==> config.mk <==
export PLATFORM = sky130hd
export DESIGN_NAME = alarm_timer_with_irq_suspend_core
export DESIGN_NICKNAME = d
export VERILOG_FILES = /design/src/design/atis_pkg.sv /design/src/design/atis_in_reg.sv /design/src/design/atis_exec.sv /design/src/design/atis_out_reg.sv /design/src/design/alarm_timer_with_irq_suspend_core.sv
export SDC_FILE = /design/constraint.sdc
export NUM_CORES = 1
export LEC_CHECK = 0
export ABC_AREA = 1
export BUFFER_PORTS_ARGS = -buffer_cell sky130_fd_sc_hd__buf_2
export CAP_MARGIN = 5
export CORE_ASPECT_RATIO = 1.4
export CORE_MARGIN = 5
export CORE_UTILIZATION = 55
export DETAILED_ROUTE_END_ITERATION = 12
export GPL_TIMING_DRIVEN = 0
export PLACE_DENSITY = 0.85
export SYNTH_ARGS = -nofsm -noshare
export SYNTH_HDL_FRONTEND = slang
export SYNTH_SLANG_ARGS = --single-unit
export TNS_END_PERCENT = 30
==> constraint.sdc <==
create_clock -name aclk -period 4.67 [get_ports aclk]
set_clock_uncertainty 0.05 [all_clocks]
set_input_delay 0.2335 -clock aclk [delete_from_list [all_inputs] [get_ports aclk]]
set_output_delay 0.2335 -clock aclk [all_outputs]
set_load 0.005 [all_outputs]
==> src/design/atis_pkg.sv <==
// atis_pkg: shared types and constants of the alarm timer with interrupt suspend
// used by every module of the block; depends on nothing
`default_nettype none

package atis_pkg;

    localparam int SUSPEND_DEPTH_BITS = 8;
    localparam int TICK_BITS          = 64;
    localparam int WORD_BITS          = 32;
    localparam int S_TDATA_BITS       = 48;
    localparam int M_TDATA_BITS       = 40;
    localparam logic [2:0] ACCESS_BYTES = 3'd4;

    typedef enum logic [2:0] {
        ACT_TICK    = 3'd0,
        ACT_READ    = 3'd1,
        ACT_WRITE   = 3'd2,
        ACT_SUSPEND = 3'd3,
        ACT_RESUME  = 3'd4
    } action_t;

    typedef enum logic [1:0] {
        WORD_LO    = 2'd0,
        WORD_HI    = 2'd1,
        WORD_ALARM = 2'd2,
        WORD_NONE  = 2'd3
    } word_sel_t;

    // last field in the lowest bits
    typedef struct packed {
        logic [WORD_BITS-1:0] write_data;
        logic [2:0]           access_size;
        logic [3:0]           reg_offset;
        logic [2:0]           action;
    } in_word_t;

    typedef struct packed {
        logic                 irq_level;
        logic                 access_ok;
        logic [WORD_BITS-1:0] read_data;
    } result_t;

    localparam int IN_WORD_BITS = $bits(in_word_t);
    localparam int RESULT_BITS  = $bits(result_t);

endpackage

`default_nettype wire

==> src/design/atis_in_reg.sv <==
// atis_in_reg: input register stage of the alarm timer
// depends on atis_pkg
`default_nettype none

module atis_in_reg (
    input  wire logic                 aclk,
    input  wire logic                 aresetn,
    input  wire logic                 in_valid,
    output logic                      in_ready,
    input  wire atis_pkg::in_word_t   in_word,
    output logic                      held_valid,
    input  wire logic                 held_take,
    output atis_pkg::in_word_t        held_word
);

    logic               valid_reg;
    logic               valid_next;
    atis_pkg::in_word_t word_reg;

    assign in_ready   = !valid_reg || held_take;
    assign valid_next = in_ready ? in_valid : valid_reg;

    always_ff @(posedge aclk) begin
        if (!aresetn) begin
            valid_reg <= 1'b0;
        end else begin
            valid_reg <= valid_next;
        end
    end

    always_ff @(posedge aclk) begin
        if (in_ready && in_valid) begin
            word_reg <= in_word;
        end
    end

    assign held_valid = valid_reg;
    assign held_word  = word_reg;

endmodule

`default_nettype wire

==> src/design/atis_exec.sv <==
// atis_exec: timer state (tick counter, alarm, pending flag, suspend depth, irq line)
// and the single-pass update for one word; depends on atis_pkg
`default_nettype none

module atis_exec (
    input  wire logic                 aclk,
    input  wire logic                 aresetn,
    input  wire logic                 fire,
    input  wire atis_pkg::in_word_t   item,
    output atis_pkg::result_t         result
);

    localparam logic [atis_pkg::SUSPEND_DEPTH_BITS-1:0] DEPTH_MAX = '1;

    logic [atis_pkg::TICK_BITS-1:0]          tick_count_reg, tick_count_next;
    logic [atis_pkg::WORD_BITS-1:0]          alarm_reg, alarm_next;
    logic                                    pending_reg, pending_next;
    logic [atis_pkg::SUSPEND_DEPTH_BITS-1:0] depth_reg, depth_next;
    logic                                    irq_reg, irq_next;

    logic                                    size_ok;
    logic                                    do_update;
    logic [atis_pkg::WORD_BITS-1:0]          rdata;
    logic                                    ok;
    atis_pkg::word_sel_t                     word;

    assign size_ok = (item.access_size == atis_pkg::ACCESS_BYTES);
    assign word    = atis_pkg::word_sel_t'(item.reg_offset[3:2]);

    always_comb begin
        tick_count_next = tick_count_reg;
        alarm_next      = alarm_reg;
        pending_next    = pending_reg;
        depth_next      = depth_reg;
        do_update       = 1'b0;
        rdata           = '0;
        ok              = 1'b1;
        case (atis_pkg::action_t'(item.action))
            atis_pkg::ACT_TICK: begin
                tick_count_next = tick_count_reg + 1'b1;
                if (alarm_reg != '0) begin
                    alarm_next = alarm_reg - 1'b1;
                    if (alarm_reg == {{(atis_pkg::WORD_BITS-1){1'b0}}, 1'b1}) begin
                        pending_next = 1'b1;
                        do_update    = 1'b1;
                    end
                end
            end
            atis_pkg::ACT_READ: begin
                if (!size_ok) begin
                    ok = 1'b0;
                end else begin
                    case (word)
                        atis_pkg::WORD_LO:    rdata = tick_count_reg[atis_pkg::WORD_BITS-1:0];
                        atis_pkg::WORD_HI:    rdata = tick_count_reg[atis_pkg::TICK_BITS-1:
                                                                     atis_pkg::WORD_BITS];
                        atis_pkg::WORD_ALARM: rdata = alarm_reg;
                        default:              ok = 1'b0;
                    endcase
                end
            end
            atis_pkg::ACT_WRITE: begin
                if (!size_ok) begin
                    ok = 1'b0;
                end else begin
                    case (word)
                        atis_pkg::WORD_LO: begin
                            pending_next = 1'b0;
                            do_update    = 1'b1;
                        end
                        atis_pkg::WORD_ALARM: alarm_next = item.write_data;
                        default:              ok = 1'b0;
                    endcase
                end
            end
            atis_pkg::ACT_SUSPEND: begin
                if (depth_reg != DEPTH_MAX) begin
                    depth_next = depth_reg + 1'b1;
                end
                do_update = 1'b1;
            end
            atis_pkg::ACT_RESUME: begin
                if (depth_reg != '0) begin
                    depth_next = depth_reg - 1'b1;
                end
                do_update = 1'b1;
            end
            default: begin
            end
        endcase
    end

    // held while suspended with the flag pending, and on words that do not update it
    always_comb begin
        irq_next = irq_reg;
        if (do_update && !(depth_next != '0 && pending_next)) begin
            irq_next = pending_next;
        end
    end

    always_ff @(posedge aclk) begin
        if (!aresetn) begin
            tick_count_reg <= '0;
            alarm_reg      <= '0;
            pending_reg    <= 1'b0;
            depth_reg      <= '0;
            irq_reg        <= 1'b0;
        end else if (fire) begin
            tick_count_reg <= tick_count_next;
            alarm_reg      <= alarm_next;
            pending_reg    <= pending_next;
            depth_reg      <= depth_next;
            irq_reg        <= irq_next;
        end
    end

    assign result.read_data = rdata;
    assign result.access_ok = ok;
    assign result.irq_level = irq_next;

    a_irq_needs_pending: assert property (@(posedge aclk) disable iff (!aresetn)
        irq_reg |-> pending_reg)
        else $error("irq line high without pending flag");

    a_irq_when_unsuspended: assert property (@(posedge aclk) disable iff (!aresetn)
        (depth_reg == '0 && pending_reg) |-> irq_reg)
        else $error("pending flag not raised while unsuspended");

    a_state_holds_when_idle: assert property (@(posedge aclk) disable iff (!aresetn)
        !fire |=> $stable(tick_count_reg) && $stable(alarm_reg) && $stable(depth_reg))
        else $error("timer state changed without a word");

    a_tick_advances: assert property (@(posedge aclk) disable iff (!aresetn)
        (fire && item.action == atis_pkg::ACT_TICK)
        |=> tick_count_reg == $past(tick_count_reg) + 1'b1)
        else $error("tick did not advance the counter");

endmodule

`default_nettype wire

==> src/design/atis_out_reg.sv <==
// atis_out_reg: result register stage of the alarm timer
// depends on atis_pkg
`default_nettype none

module atis_out_reg (
    input  wire logic                aclk,
    input  wire logic                aresetn,
    input  wire logic                load_valid,
    output logic                     load_ready,
    input  wire atis_pkg::result_t   load_result,
    output logic                     out_valid,
    input  wire logic                out_ready,
    output atis_pkg::result_t        out_result
);

    logic              valid_reg;
    logic              valid_next;
    atis_pkg::result_t result_reg;

    assign load_ready = !valid_reg || out_ready;
    assign valid_next = load_ready ? load_valid : valid_reg;

    always_ff @(posedge aclk) begin
        if (!aresetn) begin
            valid_reg <= 1'b0;
        end else begin
            valid_reg <= valid_next;
        end
    end

    always_ff @(posedge aclk) begin
        if (load_ready && load_valid) begin
            result_reg <= load_result;
        end
    end

    assign out_valid  = valid_reg;
    assign out_result = result_reg;

endmodule

`default_nettype wire

==> src/design/alarm_timer_with_irq_suspend_core.sv <==
// alarm_timer_with_irq_suspend_core: top level of the alarm timer with interrupt suspend
// depends on atis_pkg, atis_in_reg, atis_exec, atis_out_reg
//
//   channel   ports      width  contents (lowest bit first)
//   input     s_axis_*   48     action[2:0] reg_offset[6:3] access_size[9:7] write_data[41:10]
//   result    m_axis_*   40     read_data[31:0] access_ok[32] irq_level[33]
//
// one word per cycle sustained while m_axis is not stalled; a word's result reaches m_axis
// through the input register, then the state update into the result register
// aresetn clears counter, alarm, pending flag, suspend depth and irq line
// a stalled m_axis holds the result register, the input register fills, then s_axis_tready drops
`default_nettype none

module alarm_timer_with_irq_suspend_core (
    input  wire logic                               aclk,
    input  wire logic                               aresetn,
    input  wire logic                               s_axis_tvalid,
    output logic                                    s_axis_tready,
    // action, reg_offset, access_size, write_data
    input  wire logic [atis_pkg::S_TDATA_BITS-1:0]  s_axis_tdata,
    output logic                                    m_axis_tvalid,
    input  wire logic                               m_axis_tready,
    // read_data, access_ok, irq_level
    output logic [atis_pkg::M_TDATA_BITS-1:0]       m_axis_tdata
);

    atis_pkg::in_word_t in_word;
    atis_pkg::in_word_t held_word;
    atis_pkg::result_t  exec_result;
    atis_pkg::result_t  out_result;
    logic               held_valid;
    logic               load_ready;
    logic               fire;

    assign in_word = atis_pkg::in_word_t'(s_axis_tdata[atis_pkg::IN_WORD_BITS-1:0]);
    assign fire    = held_valid && load_ready;

    atis_in_reg u_in_reg (
        .aclk       (aclk),
        .aresetn    (aresetn),
        .in_valid   (s_axis_tvalid),
        .in_ready   (s_axis_tready),
        .in_word    (in_word),
        .held_valid (held_valid),
        .held_take  (load_ready),
        .held_word  (held_word)
    );

    atis_exec u_exec (
        .aclk    (aclk),
        .aresetn (aresetn),
        .fire    (fire),
        .item    (held_word),
        .result  (exec_result)
    );

    atis_out_reg u_out_reg (
        .aclk        (aclk),
        .aresetn     (aresetn),
        .load_valid  (held_valid),
        .load_ready  (load_ready),
        .load_result (exec_result),
        .out_valid   (m_axis_tvalid),
        .out_ready   (m_axis_tready),
        .out_result  (out_result)
    );

    assign m_axis_tdata = {{(atis_pkg::M_TDATA_BITS-atis_pkg::RESULT_BITS){1'b0}}, out_result};

endmodule

`default_nettype wire

## Word-level counts from Yosys, hierarchy flattened

Cells that the tools add are included.

- Bits in registers: 184
- Memory bits (read-only): 0
- Memories kept: 0
- Word-level logic and storage cells: 75
- Bits in latches: 0
- Memory bits (writable): 0
- Input port bits: 52

- Multipliers: 0
- Shifts and indexed selects: 0
- Bitwise operators: 0
- $lt $le $gt $ge: 0
- Reduce and logical (&&, ||, !) cells: 21
- Divide/modulo/power cells: 0
- Eq/ne operators: 12
- Mux-type cells: 24
- Add/sub/neg operators: 4

Operator list:

| cell | count |
|---|---|
| 32-bit two-way mux | 3 |
| 32-bit case mux with 3 select lines | 1 |
| 64-bit by 1-bit adder with 64-bit output, second input constant | 1 |
| 32-bit case mux with 2 select lines | 1 |
| 32-bit by 1-bit equality test with 1-bit output, second input constant | 1 |
| 32-bit nonzero test | 1 |
| 32-bit by 1-bit subtractor with 32-bit output, second input constant | 1 |
| 8-bit two-way mux | 2 |
| 8-bit case mux with 2 select lines | 1 |
| 8-bit nonzero test | 2 |
| 1-bit two-way mux | 13 |
| 8-bit by 1-bit adder with 8-bit output, second input constant | 1 |
| 8-bit inequality test, second input constant | 1 |
| 8-bit by 1-bit subtractor with 8-bit output, second input constant | 1 |
| 3-bit by 2-bit equality test with 1-bit output, second input constant | 2 |
| 3-bit equality test, second input constant | 2 |
| 2-bit by 1-bit inequality test with 1-bit output, second input constant | 3 |
| 5-bit AND reduction | 1 |
| 1-bit logical AND | 4 |
| 1-bit case mux with 2 select lines | 2 |
| 2-bit AND reduction | 2 |
| 2-bit OR reduction | 2 |
| 3-bit by 1-bit equality test with 1-bit output, second input constant | 1 |
| 1-bit logical NOT | 3 |
| other kinds (8) | 9 |

## Logic depth before layout (Yosys ltp)

- Word-level depth: 8
- Depth in mapped cells: 16
- Gate-level depth less buffers: 16

## Modules after synthesis

Synthesis repeated with hierarchy kept, for this count alone.

- Cells, all modules: 1403
- Area, all modules: 10272.4 um^2

Modules (own cells, without submodules):

| module | area each (um^2) | cells an instance | times used |
|---|---|---|---|
| atis_exec | 7831.3 | 1304 | 1 |
| atis_in_reg | 1312.5 | 49 | 1 |
| atis_out_reg | 1072.3 | 41 | 1 |
| alarm_timer_with_irq_suspend_core | 56.3 | 9 | 1 |

## Worst setup path before layout

No wires, ideal clock.

- Path type: reg2reg
- Start point: register u_out_reg.valid_reg (netlist: u_out_reg.out_valid)
- End point: register u_out_reg.result_reg (netlist bit u_out_reg.out_result[0]) (enable)
- Path buffers: 2
- Data required time: 4208 ps
- Slack: 2177 ps
- Clock period less this slack: 2493 ps
- Data arrival time: 2031 ps
- Stages on the path, launching flop included: 6
- Cells stage by stage: dfxtp_1 -> nand2_1 -> nand2_1 -> inv_1 -> clkbuf_1 -> clkbuf_1

- Longest elaborated chain between the ends: 3

Ends and longest elaborated chain:

| what | RTL line | RTL |
|---|---|---|
| from (decl) | atis_out_reg.sv:16 | `logic valid_reg;` |
| from (signal assigned) | atis_out_reg.sv:27 | `valid_reg <= valid_next;` |
| 1-bit logical NOT | atis_out_reg.sv:20 | `assign load_ready = !valid_reg \|\| out_ready;` |
| 1-bit logical OR | atis_out_reg.sv:20 |  |
| 1-bit logical AND | -- |  |
| via fire | alarm_timer_with_irq_suspend_core.sv:33 | `logic fire;` |
| to (signal assigned) | atis_out_reg.sv:33 | `result_reg <= load_result;` |
| to (decl) | atis_out_reg.sv:18 | `atis_pkg::result_t result_reg;` |

The timed path passes the listed nets, and every way through them passes these cells.
A chain may end at the register's enable or synchronous reset.

## Worst setup path in the final report

- Start point: register u_exec.alarm_reg[15] (netlist name)
- End point: register u_exec.alarm_reg[27] (netlist name)

- Longest elaborated chain between the ends: 3
- Elaborated cells between the ends (all ways): 6

Ends and longest elaborated chain:

| what | RTL line | RTL |
|---|---|---|
| from (decl) | atis_exec.sv:16 | `logic [atis_pkg::WORD_BITS-1:0] alarm_reg, alarm_next;` |
| from (signal assigned) | atis_exec.sv:110 | `alarm_reg <= alarm_next;` |
| 32-bit by 1-bit subtractor with 32-bit output / 32-bit nonzero test (equally long branches) | atis_exec.sv:42, atis_exec.sv:41 |  |
| 32-bit two-way mux / 2-bit by 1-bit inequality test with 1-bit output (equally long branches) | -- |  |
| 32-bit case mux with 2 select lines / 5-bit AND reduction (equally long branches) | -- |  |

Parallel ways exist; a longest one is shown, timed or not. The select of a mux whose other input is x is not followed.

==> results.md <==
- Status: finished clean
- Die area: 0.02176 mm²
- Post-route cell area: ~0.012 mm²
- Setup Viol. Count Final: 0
- Setup TNS: 0 ps
- Worst min-delay path class: in2reg
- WL final: 36.16 mm
- Drt wl/cell: 19.79 µm
- CTS Buf Count: 17
- CP endpoint kind: flop
- Post-CTS Setup Repair Bufs: 0
- Area share of the leading cell type in the synthesized netlist: 21.41%
- # DRC: 0
- Highest fanout seen on the critical path: 10
- CP startpoint: u_exec.alarm_reg[15]
- Final Hold Viols: 0
- DP Area: 0.01113 mm²
- Die Span Y: 172.5 µm
- GRT Total Usage: 32.66%
- Pin slew with the least headroom to its limit: around 870 ps
- Max FFs per register: 64
- First-pass DRT Iterations: 6
- Fin Hold WS: 43.29 ps
- Num ports: 94
- Fmax: a little under 0.4 GHz
- Unrepaired setup endpoints after global routing: no
- Total number of vias: between 10000 and 15000
- Number of global-route vias before repair: 10070
- Final GP Congestion: 1.045
- Cell variety after synth: 52
- Max stage delay on crit path: 550 ps
- Ys async rst share: 0%
- Worst-skew pair later-pin latency: 440 ps
- #FFs+latches synth: 182
- Area Growth Syn to Fin: 16.89%
- Number of flops mapped to enable cells by yosys: 74
- Number of max-cap violations: 0
- Mux cell area share after synthesis: 0%
- Starting Density: between 50% and 60%
- First DRT Iteration DRCs: 1154
- First-pass GRT wire length: 54.99 mm
- CP max stage cell: nor4_1
- Top_reg_cell synth: dfxtp_1
- Slew Viols, Final: 0
- Nets: 1629
- Largest family of logic cells by synthesized area: simple AND/OR/NAND/NOR gates
- Ant. Diodes: 0
- Share of post-route cells with drive strength above 1: 13.20%
- Compound-cell area share of the yosys netlist: between 10% and 20%
- Crit Path Class: reg2reg
- Core area: 0.01860 mm²
- Cell taking the most area after synthesis: edfxtp_1
- Overall Power: 0.003702 W
- XOR/XNOR Fraction of Synth Area: 2.953%
- Post-synthesis simple-gate area fraction: between 30% and 40%
- CP startpoint kind: flop
- PostCTS Resize Cnt: 0
- VDD IR max: 0.2444 mV
- LEAKAGE: 4.981 nW
- Largest net degree at the start of global routing: 41
- DRT antenna net count: 0
- CTS Sinks: between 150 and 200
- Synth area leaders: edfxtp_1 (21%), dfxtp_1 (21%), nand2_1 (10%)
- Post-Syn Area: 0.01038 mm²
- Rows: 59
- Fin crit period: 2525 ps
- Die W: 126.1 µm
- Clock tree buffer depth: 2
- Pwr Density: 305.1 mW/mm²
- Top-count cell post-synth: nand2_1
- Worst slew margin: 42.14%
- Via density: 5.713
- # port buffers: 79
- Worst Path Required: 4920 ps
- Hold Crit Start: m_axis_tready
- Dpl hpwl: 28.27 mm
- Critical Path, Cell by Cell: nor2_1 -> nand2_1 -> nor4_1 -> nand4_1 -> nand2_2 -> buf_2 -> nor2_1 -> nand2_1 -> a21oi_1
- Critical Path AT: 2780 ps
- Avg Synthesized Cell Area: 7.279 µm²
- RR Startpoint: u_exec.alarm_reg[15]
- Initial antenna violation count: 0
- Clk slew on worst S/H paths: ~70 ps
- H-tree level count: 4
- Adder-cell share of the synthesized area: less than 1%
- Clk root buf: clkbuf_16
- Sequential-to-total area share from yosys stat: 42.24%
- Commonest cells post-synth: nand2_1 (282), inv_1 (191), nor2_1 (190), dfxtp_1 (108), a21oi_1 (93)
- Fin crit share: roughly 54%
- CTS tree: built
- Post-synthesis instance total: 1426
- GRT overflow: 0
- Yosys warns: 0
## worst max-delay path: cells and delay by family, from the launching register on
kind	cells	cell delay, ps
AO/OA/AOI/OAI	1	60
flip-flops	1	380
buffers and inverters	1	290
AND/OR/NAND/NOR	7	1600
## cells by family (layout without fill, tap and decap cells)
logic type                 Yosys count  in the layout
DFF                                182            182
buffers and inverters              257            409
and+or+nand+nor                    694            694
adders and majority gates            7              7
AOI/OAI and AO/OA                  250            250
other                                1              6
xor gates and xnor gates            35             35
## where the power goes
part | internal (W) | leakage (nW) | switching (W) | total (W)
Clock | 0.000848 | 0.285 | 0.000663 | 0.00151
Combinational | 0.000165 | 3.10 | 0.000296 | 0.000461
Sequential | 0.00170 | 1.59 | 0.0000294 | 0.00173
## layout by cell type, fill, tap and decap left out, types with 7 or more instances in the layout
cell type / synthesis / routed
clkbuf_16: 0 / 17
o211ai_1: 16 / 16
nand4_1: 25 / 25
o221ai_1: 9 / 9
nand2_2: 14 / 14
nor2_2: 15 / 15
inv_2: 11 / 12
nor2_4: 7 / 7
dlygate4sd3_1: 0 / 40
o22ai_1: 16 / 16
o21ai_0: 87 / 87
dfxtp_1: 108 / 108
ha_1: 7 / 7
nor3_1: 49 / 49
a31oi_1: 7 / 7
xor2_1: 33 / 33
nor2_1: 190 / 190
nand3_1: 75 / 75
nand2_1: 282 / 282
inv_1: 191 / 190
clkbuf_1: 27 / 27
nor3_2: 8 / 8
buf_2: 13 / 92
edfxtp_1: 74 / 74
o21ai_1: 7 / 7
a21oi_1: 93 / 93
## path summary, 6_finish.rpt
path	end	slack, ps	cells past startpoint
max reg2reg	u_exec.alarm_reg[27]	2150	9
min reg2reg	u_exec.tick_count_reg[62]	430	2
max	u_exec.alarm_reg[27]	2150	9
min	u_out_reg.out_valid	40	4
## final cells by class
cell class / instances / area [µm²]
Clock inverter: 14 / 175.2
Multi-Input combinational cell: 992 / 5001
Buffer: 49 / 231.5
Tap cell: 244 / 305.3
Clock buffer: 18 / 429.2
Fill cell: 1601 / 6470
Sequential cell: 182 / 4384
Timing Repair Buffer: 120 / 823.3
Inverter: 208 / 783.3
## timing repair
action	in CTS	in global routing
hold buffers	40	0
endpoints found under the setup margin	0	0
hold endpoints to repair	40	0
## routing by layer
layer	part of all wire (%)	GRT usage, %
met4	7.9	21.78
met2	48	56.02
met5	0	0
met1	37	36.93
met3	6.7	5.525
## per-stage QoR
step / cells / setup WS [ps] / util [%]
6_report: 1827 / 2145 / 65.22
5_1_grt: 1827 / 2063 / 65.22
4_1_cts: 1827 / 2280 / 65.22
3_5_place_dp: 1755 / 2298 / 59.82
3_3_place_gp: 1754 / 1522 / 59.67
2_1_floorplan: 1431 / 2177 / -
(Power assumes the default switching activity.)
